<file path="config.mk">
export PLATFORM = sky130hd
export DESIGN_NAME = tsta_front
export DESIGN_NICKNAME = d
export VERILOG_FILES = /design/src/sv/tsta_pkg.sv /design/src/sv/tsta_front.sv
export SDC_FILE = /design/constraint.sdc
export NUM_CORES = 2
export LEC_CHECK = 0
export ABC_AREA = 1
export BUFFER_PORTS_ARGS = -buffer_cell sky130_fd_sc_hd__buf_4
export CORE_MARGIN = 1
export CORE_UTILIZATION = 60
export DETAILED_ROUTE_END_ITERATION = 7
export GPL_TIMING_DRIVEN = 1
export PLACE_DENSITY = 0.8
export SLEW_MARGIN = 20
export SYNTH_ARGS = -nofsm -noshare
export SYNTH_HDL_FRONTEND = slang
export SYNTH_SLANG_ARGS = --single-unit
</file>
<file path="constraint.sdc">
create_clock -name clk -period 9.6 [get_ports clk]
set_input_delay 0.48 -clock clk [delete_from_list [all_inputs] [get_ports clk]]
set_output_delay 0.48 -clock clk [all_outputs]
set_load 0.01 [all_outputs]
</file>
<file path="src/sv/tsta_pkg.sv">
// ----------------------------------------------------------------------------
// Temporal soften package
// Shared constants, item types, reciprocal tables and lane helpers.
// ----------------------------------------------------------------------------
`default_nettype none

package tsta_pkg;

    localparam int LANES      = 8;
    localparam int MAX_FRAMES = 16;
    localparam int SAMPLE_W   = 16;
    localparam int SUM_W      = 20;
    localparam int COUNT_W    = 5;
    localparam int THRESH_W   = 16;
    localparam int MODE_W     = 2;
    localparam int IDX_W      = $clog2(MAX_FRAMES);
    localparam int CFG_ADDR_W = 2;
    localparam int CFG_DATA_W = 16;

    // Queue depths (powers of two, pointers wrap naturally)
    localparam int JOBQ_DEPTH = 2;
    localparam int OUTQ_DEPTH = 2;

    // Depth modes; codes two and three both run 16-bit arithmetic
    localparam logic [MODE_W-1:0] MODE_8BIT  = 2'd0;
    localparam logic [MODE_W-1:0] MODE_10BIT = 2'd1;

    // Configuration register indexes
    localparam logic [CFG_ADDR_W-1:0] CFG_FRAME_COUNT = 2'd0;
    localparam logic [CFG_ADDR_W-1:0] CFG_THRESHOLD   = 2'd1;
    localparam logic [CFG_ADDR_W-1:0] CFG_DEPTH_MODE  = 2'd2;

    // Fixed-point reciprocal layout
    localparam int WIDE_SHIFT     = 40;
    localparam int RECIP_SPLIT    = WIDE_SHIFT / 2;
    localparam int RECIP_WIDE_W   = WIDE_SHIFT + 1;
    localparam int RECIP_NARROW_W = 17;
    localparam int NARROW_SHIFT   = 16;
    localparam int WHI_W          = SUM_W + RECIP_WIDE_W - RECIP_SPLIT;
    localparam int WLO_W          = SUM_W + RECIP_SPLIT;
    localparam int NAR_W          = SUM_W + RECIP_NARROW_W;
    localparam int NQ_W           = NAR_W - NARROW_SHIFT;
    localparam int WQ_W           = WHI_W + 1 - RECIP_SPLIT;
    localparam int PIX8_MAX       = 255;
    localparam int PIX_MAX        = 65535;

    typedef logic [SAMPLE_W-1:0] sample_t;
    typedef logic [SUM_W-1:0]    sum_t;

    typedef struct packed {
        logic [SAMPLE_W-1:0] lane_sample_0;
        logic [SAMPLE_W-1:0] lane_sample_1;
        logic [SAMPLE_W-1:0] lane_sample_2;
        logic [SAMPLE_W-1:0] lane_sample_3;
        logic [SAMPLE_W-1:0] lane_sample_4;
        logic [SAMPLE_W-1:0] lane_sample_5;
        logic [SAMPLE_W-1:0] lane_sample_6;
        logic [SAMPLE_W-1:0] lane_sample_7;
    } in_item_t;

    typedef struct packed {
        logic [SAMPLE_W-1:0] soft_pixel_0;
        logic [SAMPLE_W-1:0] soft_pixel_1;
        logic [SAMPLE_W-1:0] soft_pixel_2;
        logic [SAMPLE_W-1:0] soft_pixel_3;
        logic [SAMPLE_W-1:0] soft_pixel_4;
        logic [SAMPLE_W-1:0] soft_pixel_5;
        logic [SAMPLE_W-1:0] soft_pixel_6;
        logic [SAMPLE_W-1:0] soft_pixel_7;
    } out_item_t;

    typedef struct packed {
        logic [COUNT_W-1:0]  frame_count;
        logic [THRESH_W-1:0] threshold;
        logic [MODE_W-1:0]   depth_mode;
    } cfg_t;

    // Finished group sums waiting for the divide stage
    typedef struct packed {
        sum_t [LANES-1:0]   sums;
        logic [IDX_W-1:0]   n_idx;
        logic [MODE_W-1:0]  mode;
    } job_t;

    // Clip frame count into 1..MAX_FRAMES
    function automatic logic [COUNT_W-1:0] eff_count(logic [COUNT_W-1:0] fc);
        logic [COUNT_W-1:0] n;
        if (fc == '0)
        begin
            n = COUNT_W'(1);
        end
        else if (fc > COUNT_W'(MAX_FRAMES))
        begin
            n = COUNT_W'(MAX_FRAMES);
        end
        else
        begin
            n = fc;
        end
        return n;
    endfunction

    function automatic sample_t sample_mask(logic [MODE_W-1:0] mode);
        sample_t m;
        if (mode == MODE_8BIT)
        begin
            m = sample_t'(16'h00FF);
        end
        else if (mode == MODE_10BIT)
        begin
            m = sample_t'(16'h03FF);
        end
        else
        begin
            m = '1;
        end
        return m;
    endfunction

    // Saturating accumulate of one sample into a lane sum
    function automatic sum_t sat_add(sum_t a, sample_t b);
        logic [SUM_W:0] s;
        s = {1'b0, a} + (SUM_W+1)'(b);
        return s[SUM_W] ? '1 : s[SUM_W-1:0];
    endfunction

    // floor(2^40 / n), indexed by n-1
    function automatic logic [RECIP_WIDE_W-1:0] recip_wide(logic [IDX_W-1:0] idx);
        logic [RECIP_WIDE_W-1:0] r;
        unique case (idx)
            4'd0:    r = 41'd1099511627776;
            4'd1:    r = 41'd549755813888;
            4'd2:    r = 41'd366503875925;
            4'd3:    r = 41'd274877906944;
            4'd4:    r = 41'd219902325555;
            4'd5:    r = 41'd183251937962;
            4'd6:    r = 41'd157073089682;
            4'd7:    r = 41'd137438953472;
            4'd8:    r = 41'd122167958641;
            4'd9:    r = 41'd109951162777;
            4'd10:   r = 41'd99955602525;
            4'd11:   r = 41'd91625968981;
            4'd12:   r = 41'd84577817521;
            4'd13:   r = 41'd78536544841;
            4'd14:   r = 41'd73300775185;
            default: r = 41'd68719476736;
        endcase
        return r;
    endfunction

    // ceil(65536 / n), indexed by n-1
    function automatic logic [RECIP_NARROW_W-1:0] recip_narrow(logic [IDX_W-1:0] idx);
        logic [RECIP_NARROW_W-1:0] r;
        unique case (idx)
            4'd0:    r = 17'd65536;
            4'd1:    r = 17'd32768;
            4'd2:    r = 17'd21846;
            4'd3:    r = 17'd16384;
            4'd4:    r = 17'd13108;
            4'd5:    r = 17'd10923;
            4'd6:    r = 17'd9363;
            4'd7:    r = 17'd8192;
            4'd8:    r = 17'd7282;
            4'd9:    r = 17'd6554;
            4'd10:   r = 17'd5958;
            4'd11:   r = 17'd5462;
            4'd12:   r = 17'd5042;
            4'd13:   r = 17'd4682;
            4'd14:   r = 17'd4370;
            default: r = 17'd4096;
        endcase
        return r;
    endfunction

endpackage

`default_nettype wire

</file>
<file path="src/sv/tsta_front.sv">
// ----------------------------------------------------------------------------
// Temporal soften front end
// Threshold-tests each frame against the center and accumulates lane sums.
// ----------------------------------------------------------------------------
`default_nettype none

module tsta_front (
    input  logic              clk,
    input  logic              rst_n,
    input  logic              in_take,
    input  tsta_pkg::in_item_t in_item,
    input  tsta_pkg::cfg_t    cfg,
    output logic              job_push,
    output tsta_pkg::job_t    job
);
    import tsta_pkg::*;

    logic [IDX_W-1:0]   frame_index_reg;
    logic [IDX_W-1:0]   frame_index_next;
    sample_t [LANES-1:0] center_reg;
    sum_t [LANES-1:0]    sum_reg;
    sum_t [LANES-1:0]    sum_next;
    sample_t [LANES-1:0] lane_in;
    logic [COUNT_W-1:0] n_eff;
    logic               first;
    logic               last;
    sample_t            mask;

    // Unpack the item into lanes
    assign lane_in[0] = in_item.lane_sample_0;
    assign lane_in[1] = in_item.lane_sample_1;
    assign lane_in[2] = in_item.lane_sample_2;
    assign lane_in[3] = in_item.lane_sample_3;
    assign lane_in[4] = in_item.lane_sample_4;
    assign lane_in[5] = in_item.lane_sample_5;
    assign lane_in[6] = in_item.lane_sample_6;
    assign lane_in[7] = in_item.lane_sample_7;

    // Classify the item's place in its group
    assign n_eff = eff_count(cfg.frame_count);
    assign mask  = sample_mask(cfg.depth_mode);
    assign first = (frame_index_reg == '0);
    assign last  = (COUNT_W'(frame_index_reg) + COUNT_W'(1)) >= n_eff;
    assign frame_index_next = last ? '0 : frame_index_reg + IDX_W'(1);

    // Select center or frame sample per lane and accumulate
    always_comb
    begin
        sample_t v;
        sample_t c;
        sample_t diff;
        logic    take;
        sample_t addend;
        sum_t    base;
        for (int i = 0; i < LANES; i++)
        begin
            v    = lane_in[i] & mask;
            c    = center_reg[i] & mask;
            diff = (c > v) ? (c - v) : (v - c);
            if (cfg.depth_mode == MODE_10BIT)
            begin
                take = diff < cfg.threshold;
            end
            else
            begin
                take = diff <= cfg.threshold;
            end
            addend      = (first || take) ? v : c;
            base        = first ? SUM_W'(n_eff >> 1) : sum_reg[i];
            sum_next[i] = sat_add(base, addend);
        end
    end

    // Hand the finished group to the back end
    assign job_push  = in_take & last;
    assign job.sums  = sum_next;
    assign job.n_idx = IDX_W'(n_eff - COUNT_W'(1));
    assign job.mode  = cfg.depth_mode;

    // Advance group position
    always_ff @(posedge clk or negedge rst_n)
    begin
        if (!rst_n)
        begin
            frame_index_reg <= '0;
        end
        else if (in_take)
        begin
            frame_index_reg <= frame_index_next;
        end
    end

    // Hold center samples and running sums
    always_ff @(posedge clk)
    begin
        if (in_take)
        begin
            sum_reg <= sum_next;
            if (first)
            begin
                center_reg <= lane_in;
            end
        end
    end

endmodule

`default_nettype wire

</file>
# Yosys cells after proc, flatten, opt, wreduce, memory -nomap -nowiden
# Index checks and enable logic that the tools add are counted.
op_classes:
  addsub: 27
  magnitude_cmp: 26
  eq_ne: 1
  n_mux: 45
  bitwise_logic: 17
  n_reduce_logical: 12
op_table:
  columns: ["cell", "count"]
  rows:
  - ["$mux W20", 16]
  - ["$mux W16", 18]
  - ["$and A16 B16 Y16", 16]
  - ["$sub A16 B16 Y16", 16]
  - ["$add A20 B16 Y21", 8]
  - ["$gt A16 B16 Y1", 8]
  - ["$le A16 B16 Y1", 8]
  - ["$lt A16 B16 Y1", 8]
  - ["$mux W5", 2]
  - ["$logic_or A1 B1 Y1", 8]
  - ["$mux W1", 8]
  - ["$add A4 B1 Y5 const B", 1]
  - ["$ge A5 B5 Y1", 1]
  - ["$gt A5 B5 Y1 const B", 1]
  - ["$logic_not A5 Y1", 1]
  - ["$add A4 B1 Y4 const B", 1]
  - ["$logic_not A4 Y1", 1]
  - ["$mux W4", 1]
  - ["$sub A4 B1 Y4 const B", 1]
  - ["$eq A2 B1 Y1 const B", 1]
  - ["$logic_not A2 Y1", 1]
  - ["$reduce_and A2 Y1", 1]
  - ["$and A1 B1 Y1", 1]
word_totals:
  regBits: 292
  input_bits: 154
  output_inout_bits: 167
  elab_cells: 145

# Longest topological paths before layout
depth:
  word_depth: 12
  depth_mapped: 45
  ltp_nobuf: 39

# Worst setup path before layout
# No wires, ideal clock.
synth_path:
  path_type: "register to register"
  startpoint: "register frame_index_reg[0]"
  endpoint: "register center_reg[0] in the netlist's numbering (enable)"
  setup_time_ps: 616
  arrival_time_ps: 6310
  required_ps: 8984
  setup_slack_ps: 2674
  stages_incl_launch_ff: 6
  n_path_buf: 1
  period_less_slack_ps: 6926
  cell_sequence: "dfrtp_1 > inv_1 > ha_1 > nand3_4 > buf_2 > nor2_1"
synth_between:
  elab_chain_len: 2
synth_lines:
  columns: ["element", "line_no", "text"]
  rows:
  - ["from (decl)", "tsta_front.sv:18", "logic [IDX_W-1:0] frame_index_reg;"]
  - ["from (signal assigned)", "tsta_front.sv:89", "frame_index_reg <= frame_index_next;"]
  - ["$logic_not A4 Y1", "tsta_front.sv:42", "assign first = (frame_index_reg == '0);"]
  - ["$reduce_and A2 Y1 (no source line)", null, null]
  - ["to (signal assigned)", "tsta_front.sv:101", "center_reg <= lane_in;"]
  - ["to (decl)", "tsta_front.sv:20", "sample_t [LANES-1:0] center_reg;"]
# No other way between the ends.
# A chain may end at the register's enable or synchronous reset.

==> results.py <==
metrics = {
    "synth": {
        "synth.cell_area_um2": 40810,
        "syn_nets": 7054,
        "syn_area_per_cell_um2": 6.380,
        "synth_top_area_share_pct": 21.19,
        "yosysMostFrequentCell": "nand2_1",
        "synth_ff_type": "edfxtp_1",
        "synth.distinct_cells": 52,
        "ys_seq_area_share_pct": 21.44,
        "synth_cells": 6396,
        "yosys_warnings": 0,
        "yosysTopAreaCell": "edfxtp_1",
        "synthTopCellsByArea": "edfxtp_1, nand2_1, ha_1, inv_1, nand3_1",
        "ys_seq_elements": 292,
        "synth_commonest_cells": "nand2_1, inv_1, nand3_1",
        "synth_edf_count": 288,
        "async_flop_share_pct": 1.370,
    },
    "clock_tree": {
        "clk_pin_slew_worst_paths_ns": 0.06,
        "cts_buffers": 38,
        "htreeDepth": 2,
        "cts_root_buf": "clkbuf_16",
        "cts_resized": 0,
        "cts_tree": "yes",
        "cts_buffer_depth": 3,
        "cts.sinks": 292,
        "clkLatencyLatePin_ns": 0.59,
    },
    "floorplanning": {
        "start_util_pct": 60.66,
        "pin_count": 321,
        "die_h_um": 262.8,
        "die_w_um": 262.8,
        "core_um2": 67280,
        "rows": 95,
        "die_area_um2": 69060,
    },
    "outcome": {
        "outcome": "complete, no violations",
    },
    "critical_path": {
        "critPathSlowestCell": "clkinv_1",
        "start_kind": "input port",
        "r2r-start": "center_reg[32]",
        "crit_start": "cfg[1]",
        "arrival_ns": 8.12,
        "cp_common_cell": "nand2_1",
        "r2r_end": "sum_reg[42]",
        "reg2regPathDepth": 34,
        "critPathCaptureType": "primary output",
        "reg2reg_slack_ns": 2.95,
        "max_stage_delay_ns": 0.72,
        "required_ns": 9.12,
        "critPathMaxFanout": 40,
        "crit_type": "in2out",
    },
    "timing": {
        "min_period_ns": 8.601,
        "setup_tns_ns": 0,
        "drv_slew": 0,
        "max_freq_ghz": 0.1163,
        "finalSetupViolCount": 0,
        "skew_ns": 0.02628,
        "rsz0062_at_grt": "false",
        "min_period_over_period_pct": 89.60,
        "tightest_slew_ns": 1.019,
        "setup_ws_ns": 0.9987,
        "finalHoldViolCount": 0,
        "maxSlewHeadroom_pct": 32.04,
    },
    "global_routing": {
        "grt_use_total_pct": 36.21,
        "antenna_found_initial": 9,
        "grt_pass1_wl_um": 202100,
        "grt_max_degree": 71,
        "grt_pass1_vias": 38980,
        "gr-total-overflow": 0,
    },
    "placed_design": {
        "gp_congestion": 1.001,
        "port_buffers": 320,
        "postPlaceCellArea_um2": 43720,
        "placedCellCount": 7489,
        "dp_slack_ns": 1.269,
        "hpwlAfterDp_um": 100800,
    },
    "route": {
        "drc_errors": 0,
        "wl_per_cell_um": 16.97,
        "viasPerCell": 5.475,
        "drtPass1Iterations": 8,
        "wirelength_um": 128300,
        "initialDrtViolationCount": 3421,
        "drtAntennaViolNets": 0,
        "vias": 41390,
    },
    "pwr": {
        "p_leak_nw": 26.04,
        "power_mw": 18.78,
        "worst_ir_drop_vdd_v": 0.0005146,
        "power.density_nw_per_um2": 417.1,
    },
    "worst_hold_path": {
        "holdCritStartpoint": "in_item[110]",
        "holdPathStages": 1,
        "hold_path.class": "in2reg",
        "hold_end": "center_reg[30]",
    },
    "layout": {
        "design_area_um2": 45020,
        "largest_reg_flops": 160,
        "final.fill_count": 6346,
        "final_cells": 7560,
        "layout.nets": 7315,
        "drive_gt1_share_pct": 8.317,
        "area_delta_synth_final_pct": 10.33,
    },
    "job": {
        "drv_cap": 0,
    },
}
==> what timing repair did <==
action	in CTS	in global routing
endpoints found under the hold margin	4	0
buffers inserted	0	0
hold buffers	1	0
==> layout make-up <==
cell class                      count  area (um2)  area share, %
Sequential cell                   292        8748          19.43
Antenna cell                        2       5.005        0.01112
Inverter                         1254        4735          10.52
Timing Repair Buffer              344        2592          5.758
Clock inverter                     23       295.3         0.6558
Clock buffer                       45       998.5          2.218
Multi-Input combinational cell   4727       26560          58.99
Tap cell                          873        1092          2.426
==> worst max path at each step <==
| stage | to | depth (start not counted) |
|---|---|---|
| floorplan | center_reg[0] | 5 |
| global placement | job[161] | 40 |
| detailed placement | job[108] | 38 |
| CTS | job[108] | 38 |
| global route | job[108] | 38 |
| finish | job[161] | 38 |
==> per-stage QoR <==
| stage | hold WS [ns] | util [%] |
|---|---|---|
| after floorplan | 0.1844 | - |
| after global placement | 0.2810 | 64.98 |
| after detailed placement | 0.2825 | 64.98 |
| after CTS | 0.05696 | 66.92 |
| after global routing | 0.07334 | 66.92 |
| final | 0.07781 | 66.92 |
==> where the power goes <==
part	switching (mW)	leakage [nW]	internal [mW]
registers	0.184	2.83	2.37
logic	9.29	22.6	5.36
clock network	0.637	0.630	0.931
total	10.1	26.0	8.66
==> per-layer routing <==
metal	up-vias	global-route usage [%]	routed length, um
li1	20800	-	-
met4	14	14.53	5234
met2	1501	61.36	59350
met1	18800	46.05	53710
met5	-	0	94
met3	278	5.444	9902
==> worst max-delay path, delay by kind of cell <==
family          cells  cell delay [ns]
simple gates       23             3.37
buf+inv             9             2.29
fa+ha+maj           4             1.41
compound gates      2             0.45
==> cell usage in the layout, fill, tap and decap left out, types with 17 or more instances in the layout <==
cell type and n:
ha_1 480, nand4_1 112, xnor2_1 39, a21oi_1 341, nand2_1 2062, nor3_1 29, clkbuf_16 39, buf_4 341
nand3_1 484, a21o_1 30, inv_1 1232, nand3_4 32, o21bai_1 65, o21ai_1 69, nand3_2 17, fa_1 24
edfxtp_1 288, xor2_1 170, o21ai_0 194, nor2_1 436, nand3b_1 17
==> cell families after synthesis <==
logic type	after synthesis	share of synthesized area [%]
AND/OR/NAND/NOR	3272	34.72
adder cells (fa/ha/maj)	504	15.89
flip-flops	292	21.44
AO/OA/AOI/OAI	742	9.952
buffers and inverters	1377	13.51
XOR/XNOR	209	4.486
Note: power is estimated with default switching activity, not from simulation.
