<file path="config.mk">
export PLATFORM = sky130hd
export DESIGN_NAME = tsta_job_queue
export DESIGN_NICKNAME = d
export VERILOG_FILES = /design/src/sv/tsta_pkg.sv /design/src/sv/tsta_job_queue.sv
export SDC_FILE = /design/constraint.sdc
export NUM_CORES = 1
export LEC_CHECK = 0
export BUFFER_PORTS_ARGS = -buffer_cell sky130_fd_sc_hd__buf_2
export CORE_ASPECT_RATIO = 0.9
export CORE_MARGIN = 5
export CORE_UTILIZATION = 52
export CTS_CLUSTER_DIAMETER = 200
export DETAILED_ROUTE_END_ITERATION = 12
export PLACE_DENSITY = 0.88
export SKIP_CTS_REPAIR_TIMING = 1
export SYNTH_ARGS = -nofsm -noshare
export SYNTH_HDL_FRONTEND = slang
export SYNTH_SLANG_ARGS = --single-unit
</file>
<file path="constraint.sdc">
create_clock -name clk -period 10.1 [get_ports clk]
set_input_delay 1.01 -clock clk [delete_from_list [all_inputs] [get_ports clk]]
set_output_delay 1.01 -clock clk [all_outputs]
set_load 0.01 [all_outputs]
</file>
<file path="src/sv/tsta_pkg.sv">
// ----------------------------------------------------------------------------
// Temporal soften package
// Shared constants, item types, reciprocal tables and lane helpers.
// ----------------------------------------------------------------------------
`default_nettype none

package tsta_pkg;

    localparam int LANES      = 8;
    localparam int MAX_FRAMES = 16;
    localparam int SAMPLE_W   = 16;
    localparam int SUM_W      = 20;
    localparam int COUNT_W    = 5;
    localparam int THRESH_W   = 16;
    localparam int MODE_W     = 2;
    localparam int IDX_W      = $clog2(MAX_FRAMES);
    localparam int CFG_ADDR_W = 2;
    localparam int CFG_DATA_W = 16;

    // Queue depths (powers of two, pointers wrap naturally)
    localparam int JOBQ_DEPTH = 2;
    localparam int OUTQ_DEPTH = 2;

    // Depth modes; codes two and three both run 16-bit arithmetic
    localparam logic [MODE_W-1:0] MODE_8BIT  = 2'd0;
    localparam logic [MODE_W-1:0] MODE_10BIT = 2'd1;

    // Configuration register indexes
    localparam logic [CFG_ADDR_W-1:0] CFG_FRAME_COUNT = 2'd0;
    localparam logic [CFG_ADDR_W-1:0] CFG_THRESHOLD   = 2'd1;
    localparam logic [CFG_ADDR_W-1:0] CFG_DEPTH_MODE  = 2'd2;

    // Fixed-point reciprocal layout
    localparam int WIDE_SHIFT     = 40;
    localparam int RECIP_SPLIT    = WIDE_SHIFT / 2;
    localparam int RECIP_WIDE_W   = WIDE_SHIFT + 1;
    localparam int RECIP_NARROW_W = 17;
    localparam int NARROW_SHIFT   = 16;
    localparam int WHI_W          = SUM_W + RECIP_WIDE_W - RECIP_SPLIT;
    localparam int WLO_W          = SUM_W + RECIP_SPLIT;
    localparam int NAR_W          = SUM_W + RECIP_NARROW_W;
    localparam int NQ_W           = NAR_W - NARROW_SHIFT;
    localparam int WQ_W           = WHI_W + 1 - RECIP_SPLIT;
    localparam int PIX8_MAX       = 255;
    localparam int PIX_MAX        = 65535;

    typedef logic [SAMPLE_W-1:0] sample_t;
    typedef logic [SUM_W-1:0]    sum_t;

    typedef struct packed {
        logic [SAMPLE_W-1:0] lane_sample_0;
        logic [SAMPLE_W-1:0] lane_sample_1;
        logic [SAMPLE_W-1:0] lane_sample_2;
        logic [SAMPLE_W-1:0] lane_sample_3;
        logic [SAMPLE_W-1:0] lane_sample_4;
        logic [SAMPLE_W-1:0] lane_sample_5;
        logic [SAMPLE_W-1:0] lane_sample_6;
        logic [SAMPLE_W-1:0] lane_sample_7;
    } in_item_t;

    typedef struct packed {
        logic [SAMPLE_W-1:0] soft_pixel_0;
        logic [SAMPLE_W-1:0] soft_pixel_1;
        logic [SAMPLE_W-1:0] soft_pixel_2;
        logic [SAMPLE_W-1:0] soft_pixel_3;
        logic [SAMPLE_W-1:0] soft_pixel_4;
        logic [SAMPLE_W-1:0] soft_pixel_5;
        logic [SAMPLE_W-1:0] soft_pixel_6;
        logic [SAMPLE_W-1:0] soft_pixel_7;
    } out_item_t;

    typedef struct packed {
        logic [COUNT_W-1:0]  frame_count;
        logic [THRESH_W-1:0] threshold;
        logic [MODE_W-1:0]   depth_mode;
    } cfg_t;

    // Finished group sums waiting for the divide stage
    typedef struct packed {
        sum_t [LANES-1:0]   sums;
        logic [IDX_W-1:0]   n_idx;
        logic [MODE_W-1:0]  mode;
    } job_t;

    // Clip frame count into 1..MAX_FRAMES
    function automatic logic [COUNT_W-1:0] eff_count(logic [COUNT_W-1:0] fc);
        logic [COUNT_W-1:0] n;
        if (fc == '0)
        begin
            n = COUNT_W'(1);
        end
        else if (fc > COUNT_W'(MAX_FRAMES))
        begin
            n = COUNT_W'(MAX_FRAMES);
        end
        else
        begin
            n = fc;
        end
        return n;
    endfunction

    function automatic sample_t sample_mask(logic [MODE_W-1:0] mode);
        sample_t m;
        if (mode == MODE_8BIT)
        begin
            m = sample_t'(16'h00FF);
        end
        else if (mode == MODE_10BIT)
        begin
            m = sample_t'(16'h03FF);
        end
        else
        begin
            m = '1;
        end
        return m;
    endfunction

    // Saturating accumulate of one sample into a lane sum
    function automatic sum_t sat_add(sum_t a, sample_t b);
        logic [SUM_W:0] s;
        s = {1'b0, a} + (SUM_W+1)'(b);
        return s[SUM_W] ? '1 : s[SUM_W-1:0];
    endfunction

    // floor(2^40 / n), indexed by n-1
    function automatic logic [RECIP_WIDE_W-1:0] recip_wide(logic [IDX_W-1:0] idx);
        logic [RECIP_WIDE_W-1:0] r;
        unique case (idx)
            4'd0:    r = 41'd1099511627776;
            4'd1:    r = 41'd549755813888;
            4'd2:    r = 41'd366503875925;
            4'd3:    r = 41'd274877906944;
            4'd4:    r = 41'd219902325555;
            4'd5:    r = 41'd183251937962;
            4'd6:    r = 41'd157073089682;
            4'd7:    r = 41'd137438953472;
            4'd8:    r = 41'd122167958641;
            4'd9:    r = 41'd109951162777;
            4'd10:   r = 41'd99955602525;
            4'd11:   r = 41'd91625968981;
            4'd12:   r = 41'd84577817521;
            4'd13:   r = 41'd78536544841;
            4'd14:   r = 41'd73300775185;
            default: r = 41'd68719476736;
        endcase
        return r;
    endfunction

    // ceil(65536 / n), indexed by n-1
    function automatic logic [RECIP_NARROW_W-1:0] recip_narrow(logic [IDX_W-1:0] idx);
        logic [RECIP_NARROW_W-1:0] r;
        unique case (idx)
            4'd0:    r = 17'd65536;
            4'd1:    r = 17'd32768;
            4'd2:    r = 17'd21846;
            4'd3:    r = 17'd16384;
            4'd4:    r = 17'd13108;
            4'd5:    r = 17'd10923;
            4'd6:    r = 17'd9363;
            4'd7:    r = 17'd8192;
            4'd8:    r = 17'd7282;
            4'd9:    r = 17'd6554;
            4'd10:   r = 17'd5958;
            4'd11:   r = 17'd5462;
            4'd12:   r = 17'd5042;
            4'd13:   r = 17'd4682;
            4'd14:   r = 17'd4370;
            default: r = 17'd4096;
        endcase
        return r;
    endfunction

endpackage

`default_nettype wire

</file>
<file path="src/sv/tsta_job_queue.sv">
// ----------------------------------------------------------------------------
// Temporal soften job queue
// Short queue of finished group sums between front and back ends.
// ----------------------------------------------------------------------------
`default_nettype none

module tsta_job_queue (
    input  logic           clk,
    input  logic           rst_n,
    input  logic           wr_en,
    input  tsta_pkg::job_t wr_job,
    input  logic           rd_en,
    output tsta_pkg::job_t rd_job,
    output logic           full,
    output logic           empty
);
    import tsta_pkg::*;

    localparam int PTR_W = $clog2(JOBQ_DEPTH);
    localparam int CNT_W = $clog2(JOBQ_DEPTH + 1);

    job_t             entry_reg [JOBQ_DEPTH];
    logic [PTR_W-1:0] wr_ptr_reg;
    logic [PTR_W-1:0] rd_ptr_reg;
    logic [CNT_W-1:0] count_reg;
    logic [CNT_W-1:0] count_next;

    assign full   = (count_reg == CNT_W'(JOBQ_DEPTH));
    assign empty  = (count_reg == '0);
    assign rd_job = entry_reg[rd_ptr_reg];

    always_comb
    begin
        count_next = count_reg;
        if (wr_en && !rd_en)
        begin
            count_next = count_reg + CNT_W'(1);
        end
        else if (rd_en && !wr_en)
        begin
            count_next = count_reg - CNT_W'(1);
        end
    end

    // Advance pointers and occupancy
    always_ff @(posedge clk or negedge rst_n)
    begin
        if (!rst_n)
        begin
            wr_ptr_reg <= '0;
            rd_ptr_reg <= '0;
            count_reg  <= '0;
        end
        else
        begin
            count_reg <= count_next;
            if (wr_en)
            begin
                wr_ptr_reg <= wr_ptr_reg + PTR_W'(1);
            end
            if (rd_en)
            begin
                rd_ptr_reg <= rd_ptr_reg + PTR_W'(1);
            end
        end
    end

    // Store the item
    always_ff @(posedge clk)
    begin
        if (wr_en)
        begin
            entry_reg[wr_ptr_reg] <= wr_job;
        end
    end

endmodule

`default_nettype wire

</file>
### Word level (Yosys, flattened, before mapping)

Memories as Yosys holds them, arrays and structs flattened.
Cells that the tools add are included.

* memories: 1
* output and inout port bits: 168
* RAM bits: 332
* word-level logic and storage cells: 19
* register bits: 4

* reduce and logical (&&, ||, !) cells: 6
* equality and inequality tests: 1
* $add $sub $neg: 4
* muxes and demuxes: 4

Memory list
* entry_reg: words 2, bits a word 166, read ports 1, clocked after memory_dff 0, wr ports 1, RTL line tsta_job_queue.sv:22 `job_t entry_reg [JOBQ_DEPTH];`

Operators with widths (number)
* two-way mux 2 bit: 2
* adder 1 bit, second input constant: 2
* adder 2 x 1 -> 2 bit, second input constant: 1
* == test 2 bit, second input constant: 1
* logical AND 1 bit: 2
* logical NOT 1 bit: 2
* logical NOT 2 bit: 1
* two-way mux 1 bit: 2
* nonzero test 2 bit: 1
* subtractor 2 x 1 -> 2 bit, second input constant: 1

### Depth between registers and ports, before layout

Gate-level depths: netlist of run 1.

* depth in word-level cells: 4
* mapped depth: 5

### Worst setup path before layout of run 1

Ideal clock, no wire load.

* path kind: input to register
* start point: input wr_en
* end point: memory entry_reg[0][0] (netlist bit), enable pin
* stages on the path: 1
* setup slack: 1.205 ns
* required time: 9.386 ns
* arrival time: 8.181 ns
* path buffers: 0
* library setup time: 0.714 ns
* path through: nor2b_1

* longest elaborated chain between the ends: 2

RTL lines
* start: declaration: RTL line tsta_job_queue.sv:10 `input logic wr_en,`
* two-way mux 1 bit: RTL line tsta_job_queue.sv:71 `if (wr_en)`
* two-way mux 1 bit (not written as such): RTL line tsta_job_queue.sv:73 `entry_reg[wr_ptr_reg] <= wr_job;`
* end: declaration: RTL line tsta_job_queue.sv:22

Every way passes these cells.

==> results of run 1 <==
==> layer usage <==
metal	up-vias	global-route usage	part of all wire
met5	-	0	0.0031
met4	12	0.0553	0.024
met3	62	0.0579	0.085
met2	266	0.300	0.50
met1	3041	0.218	0.39
li1	2857	-	-
==> cells in the mapped netlist <==
cell type / count / area, um^2
and2_1: 1 / 6.26
buf_2: 3 / 15.0
buf_6: 16 / 180
dfrtp_1: 4 / 100
edfxtp_1: 332 / 9970
ha_1: 1 / 12.5
inv_1: 1 / 3.75
mux2_2: 36 / 405
mux2_4: 130 / 1950
nor2_1: 2 / 7.51
nor2b_1: 2 / 12.5
xnor2_1: 1 / 8.76
xor2_1: 4 / 35.0
==> placed cells by master (no fill, tap or decap) <==
cell / instances
and2_4: 1
buf_2: 337
buf_4: 6
bufinv_16: 3
clkbuf_1: 11
clkbuf_16: 35
clkbuf_8: 1
clkinv_1: 2
clkinv_2: 3
clkinv_4: 1
dfrtp_1: 3
dfrtp_4: 1
diode_2: 5
edfxtp_1: 332
ha_1: 1
inv_1: 1
inv_6: 4
mux2_2: 36
mux2_4: 130
nor2_1: 2
nor2b_1: 1
nor2b_4: 1
xnor2_1: 1
xor2_1: 4
==> cell families after synthesis <==
| group | count (synthesis) |
|---|---|
| xor gates and xnor gates | 5 |
| adders and majority gates | 1 |
| buffers and inverters | 20 |
| DFF | 336 |
| muxes | 166 |
| and+or+nand+nor | 5 |
==> layout make-up <==
type | count | area, um^2
antenna | 5 | 12.5
clock inverter | 13 | 156
sequential | 336 | 10100
fill | 1611 | 8440
tap | 308 | 385
inverter | 1 | 3.75
clock buffer | 47 | 931
multi-input combinational | 177 | 2450
timing repair buffer | 343 | 1730
==> per-stage QoR <==
step / total power, uW / utilization / hold slack [ns] / setup WS (ns) / std cells
after floorplan: 2970 / - / 0.455 / 1.20 / 533
after global placement: 3310 / 0.605 / 0.504 / 6.51 / 1165
after detailed placement: 3350 / 0.605 / 0.515 / 6.50 / 1165
after CTS: 4580 / 0.650 / 0.273 / 5.95 / 1225
after global routing: 4730 / 0.651 / 0.280 / 5.85 / 1229
final: 4520 / 0.651 / 0.297 / 5.99 / 1230
==> power by group <==
part / internal, uW / switching, uW / leakage [uW]
Clock: 727 / 494 / 0.000531
Combinational: 676 / 645 / 0.00262
Sequential: 1850 / 126 / 0.00316
==> worst reg2reg max path, cell delays in order, from the launching register on <==
cell and delay (ns):
dfrtp_1 0.43, nor2b_4 0.57, buf_4 0.84
==> worst max-delay path by stage <==
stage,start,end,slack [ns],depth (start not counted)
detailed placement,rd_ptr_reg,rd_job[146],6.50,3
floorplan,wr_en,entry_reg[0][0],1.20,1
finish,rd_ptr_reg,rd_job[146],5.99,3
CTS,rd_ptr_reg,rd_job[146],5.95,3
global placement,rd_ptr_reg,rd_job[145],6.51,3
global route,rd_ptr_reg,rd_job[145],5.85,3
==> results.py, run 1 <==
metrics = {
    "outcome": {
        "status": "finished, final reports clean",
    },
    "clock_tree": {
        "cts_tree": "built",
        "insertion_delay_ns": 0.50,
        "h-tree-depth": 2,
        "cts_buffer_depth": 3,
        "cts_root_buf": "clkbuf_16",
        "cts-buffers-inserted": 35,
        "clkTransAtPathRegs_ns": 0.06,
        "clock-sinks": 336,
    },
    "sta": {
        "fin_setup_tns_ns": 0,
        "fin_skew_ns": 0.0150,
        "max_freq_ghz": 0.244,
        "hold_viol": 0,
        "fin_crit_sh": 0.406,
        "max_slew_margin": 0.290,
        "rsz0062_at_grt": "no",
        "post-route-min-period_ns": 4.11,
        "max_slew.worst_pin.slew_ns": 1.06,
        "setup_viol_count_final": 0,
        "slew_violations": 0,
    },
    "synth": {
        "ys_types": 13,
        "synth-adder-area-share": 0.000985,
        "synthesis.nets": 704,
        "synth-compound-area-share": 0,
        "synth_top_family_by_area": "multiplexers",
        "netlist_area_mm2": 0.0127,
        "yosysSeqAreaShare": 0.792,
        "yosysWarnings": 0,
        "synth.ff_latch_count": 336,
        "avgSynthCellArea_um2": 23.8,
        "synth_simple_gate_area_share": 0.00207,
        "syn_inst": 533,
        "synthXorXnorAreaFrac": 0.00345,
        "synthMuxAreaShare": 0.185,
    },
    "setup_path": {
        "worstSetupPathType": "flip-flop to output port",
        "cp.arrival_ns": 3.10,
        "cp_slowest_cell": "dfrtp_4",
        "r2r_cells": 2,
        "worst_ep_required_time_ns": 9.09,
        "worstPathMaxFanout": 59,
        "r2r_end": "entry_reg[0][16]",
        "crit_chain": "buf_4, mux2_2, buf_2",
        "rrSetupSlack_ns": 7.77,
        "reg2reg_from": "wr_ptr_reg",
        "critPathBufInv": 2,
        "crit_family": "flip-flops",
        "cp-start-kind": "flip-flop",
        "cp-end-kind": "output port",
        "slowest_delay_ns": 1.06,
    },
    "detailed_routing": {
        "vias_per_cell": 5.07,
        "drc_errors": 0,
        "drtIter0Drc": 340,
        "routed_wl_um": 25200,
        "postRouteAntennaNets": 0,
        "drt_pass1_iterations": 4,
        "vias": 6238,
        "routedWlPerCell_um": 20.5,
    },
    "die": {
        "dieHeight_um": 158,
        "dieArea_mm2": 0.0277,
        "core_area_mm2": 0.0242,
        "start_util": 0.525,
        "boundaryPins": 338,
        "row_count": 54,
        "die_w_um": 175,
    },
    "final_layout": {
        "syn_to_final_growth_pct": 23.9,
        "layout-drive-gt1-share": 0.610,
        "fin_nets": 1065,
        "largest_register_ffs": 332,
        "final_area_mm2": 0.0157,
    },
    "grt": {
        "antenna_found_initial": 10,
        "first_global_vias": 6727,
        "grt_max_degree": 77,
        "track_usage": 0.176,
        "grt_pass1_wl_um": 37800,
        "gr-total-overflow": 0,
    },
    "hold_path": {
        "hold_class": "input pin to asynchronous set/reset pin",
    },
    "placement": {
        "place_congestion": 0.802,
        "place_area_mm2": 0.0146,
        "hpwlAfterDp_um": 16900,
        "io_buffers": 337,
    },
    "run": {
        "maxCapViolCount": 0,
    },
    "power_and_ir_drop": {
        "cellLeakagePower_uw": 0.00631,
        "ir_drop_uv": 226,
        "power_density_mw_per_mm2": 287,
    },
}
Note: power is estimated with default switching activity, not from simulation.
==> run 2, diff against run 1 <==
--- a/config.mk
+++ b/config.mk
@@ -8,10 +8,10 @@
 export BUFFER_PORTS_ARGS = -buffer_cell sky130_fd_sc_hd__buf_2
 export CORE_ASPECT_RATIO = 0.9
 export CORE_MARGIN = 5
-export CORE_UTILIZATION = 52
+export CORE_UTILIZATION = 47
 export CTS_CLUSTER_DIAMETER = 200
 export DETAILED_ROUTE_END_ITERATION = 12
-export PLACE_DENSITY = 0.88
+export PLACE_DENSITY = 0.84
 export SKIP_CTS_REPAIR_TIMING = 1
 export SYNTH_ARGS = -nofsm -noshare
 export SYNTH_HDL_FRONTEND = slang
==> constraint.sdc (replaced) <==
create_clock -name clk -period 3.3 [get_ports clk]
set_input_delay 0.33 -clock clk [delete_from_list [all_inputs] [get_ports clk]]
set_output_delay 0.33 -clock clk [all_outputs]
set_load 0.01 [all_outputs]
==> run 2 against run 1 <==
Clock skew fell by 0.0040 ns. Global-route usage shrank 2.3 points. Clock-buffer cell count is 1 lower. Sequential power increased to 3.0 times the previous value. Sequential share of layout area shrank 0.90 points. Critical endpoint is now rd_job[32].
==> results.py, run 2 (same netlist as run 1, synthesis figures left out) <==
metrics = {
    "sta": {
        "fin_setup_tns_ns": 0,
        "max_freq_ghz": 0.398,
        "fin_crit_sh": 0.762,
        "max_slew.worst_pin.slew_ns": 0.955,
        "fin_skew_ns": 0.0110,
        "rsz0062_at_grt": "no",
        "setup_viol_count_final": 0,
        "post-route-min-period_ns": 2.52,
        "max_slew_margin": 0.363,
        "slew_violations": 0,
        "hold_viol": 0,
    },
    "clock_tree": {
        "h-tree-depth": 2,
        "clkTransAtPathRegs_ns": 0.06,
        "clock-sinks": 336,
        "cts_buffer_depth": 3,
        "cts_root_buf": "clkbuf_16",
        "cts-buffers-inserted": 35,
        "insertion_delay_ns": 0.49,
        "cts_tree": "built",
    },
    "grt": {
        "gr-total-overflow": 0,
        "grt_pass1_wl_um": 36600,
        "antenna_found_initial": 7,
        "first_global_vias": 6613,
        "grt_max_degree": 109,
        "track_usage": 0.154,
    },
    "detailed_routing": {
        "vias_per_cell": 4.89,
        "routedWlPerCell_um": 19.2,
        "vias": 6263,
        "drtIter0Drc": 324,
        "drc_errors": 0,
        "postRouteAntennaNets": 0,
        "drt_pass1_iterations": 4,
        "routed_wl_um": 24600,
    },
    "setup_path": {
        "r2r_cells": 2,
        "cp-start-kind": "flip-flop",
        "worstSetupPathType": "flip-flop to output port",
        "cp.arrival_ns": 2.19,
        "r2r_end": "entry_reg[1][120]",
        "rrSetupSlack_ns": 1.49,
        "cp-end-kind": "output port",
        "worstPathMaxFanout": 106,
        "worst_ep_required_time_ns": 2.97,
        "crit_start": "rd_ptr_reg",
        "reg2reg_from": "wr_ptr_reg",
    },
    "placement": {
        "place_congestion": 0.746,
        "hpwlAfterDp_um": 16600,
        "io_buffers": 337,
    },
    "die": {
        "boundaryPins": 338,
        "dieArea_mm2": 0.0304,
        "start_util": 0.474,
        "die_w_um": 183,
        "row_count": 57,
        "core_area_mm2": 0.0268,
        "dieHeight_um": 166,
    },
    "power_and_ir_drop": {
        "power_density_mw_per_mm2": 869,
        "finalPower_uw": 13900,
        "cellLeakagePower_uw": 0.00638,
        "ir_drop_uv": 812,
    },
    "hold_path": {
        "holdPathStages": 1,
        "holdPathEnd": "entry_reg[1][144]",
        "hold_class": "input pin to flip-flop",
        "hold_path_startpoint": "wr_job[144]",
    },
    "final_layout": {
        "fin_nets": 1076,
        "layout-drive-gt1-share": 0.599,
        "final_common_cell": "buf_2",
        "syn_to_final_growth_pct": 25.6,
        "final_cell_mix": "buf_2 (337), edfxtp_1 (332), mux2_4 (130)",
        "largest_register_ffs": 332,
    },
    "run": {
        "maxCapViolCount": 0,
    },
    "outcome": {
        "status": "finished, final reports clean",
    },
}
## run 2: metal layers
| metal | global-route usage | vias up | part of all wire |
|---|---|---|---|
| met3 | 0.0477 | 65 | 0.078 |
| met1 | 0.184 | 3077 | 0.38 |
| met2 | 0.265 | 246 | 0.51 |
| met5 | 0 | - | 0.0026 |
| li1 | - | 2863 | - |
| met4 | 0.0492 | 12 | 0.028 |
## run 2: worst max-delay path, stage by stage, from the launching register on
cell	delay [ns]
dfrtp_4	0.44
buf_12	0.46
mux2_4	0.36
buf_2	0.14
## run 2: power by group
part	leakage (uW)	internal, uW	switching, uW	total, uW
Clock	0.000531	2270	1460	3730
Sequential	0.00316	5670	207	5880
Combinational	0.00268	2130	2140	4270
## run 2: how the worst max path moves through the flow
stage | endpoint | slack, ns | cells after the start
finish | rd_job[32] | 0.78 | 3
global placement | rd_job[32] | 1.35 | 3
floorplan | entry_reg[0][0] | -0.01 | 1
detailed placement | rd_job[119] | 1.34 | 3
CTS | rd_job[58] | 0.79 | 3
global route | rd_job[32] | 0.74 | 3
## run 2: metrics by stage
stage / setup WS, ns / std cells / util / area [um^2] / hold slack, ns
after floorplan: -0.0103 / 533 / - / 12700 / 0.0344
after global placement: 1.35 / 1211 / 0.551 / 14800 / 0.136
after detailed placement: 1.34 / 1211 / 0.551 / 14800 / 0.143
after CTS: 0.793 / 1269 / 0.591 / 15900 / -0.394
after global routing: 0.737 / 1281 / 0.595 / 16000 / 0.00103
final: 0.784 / 1281 / 0.595 / 16000 / 0.0243
## run 2: final cells by class
type                    instances  area, um^2
multi-input cells             177        2450
diodes                          1        2.50
flip-flops and latches        336       10100
inverters                       1        3.75
clock inverters                12         131
clock buffers                  46         960
fillers                      1969       10800
well taps                     354         443
repair buffers                354        1900
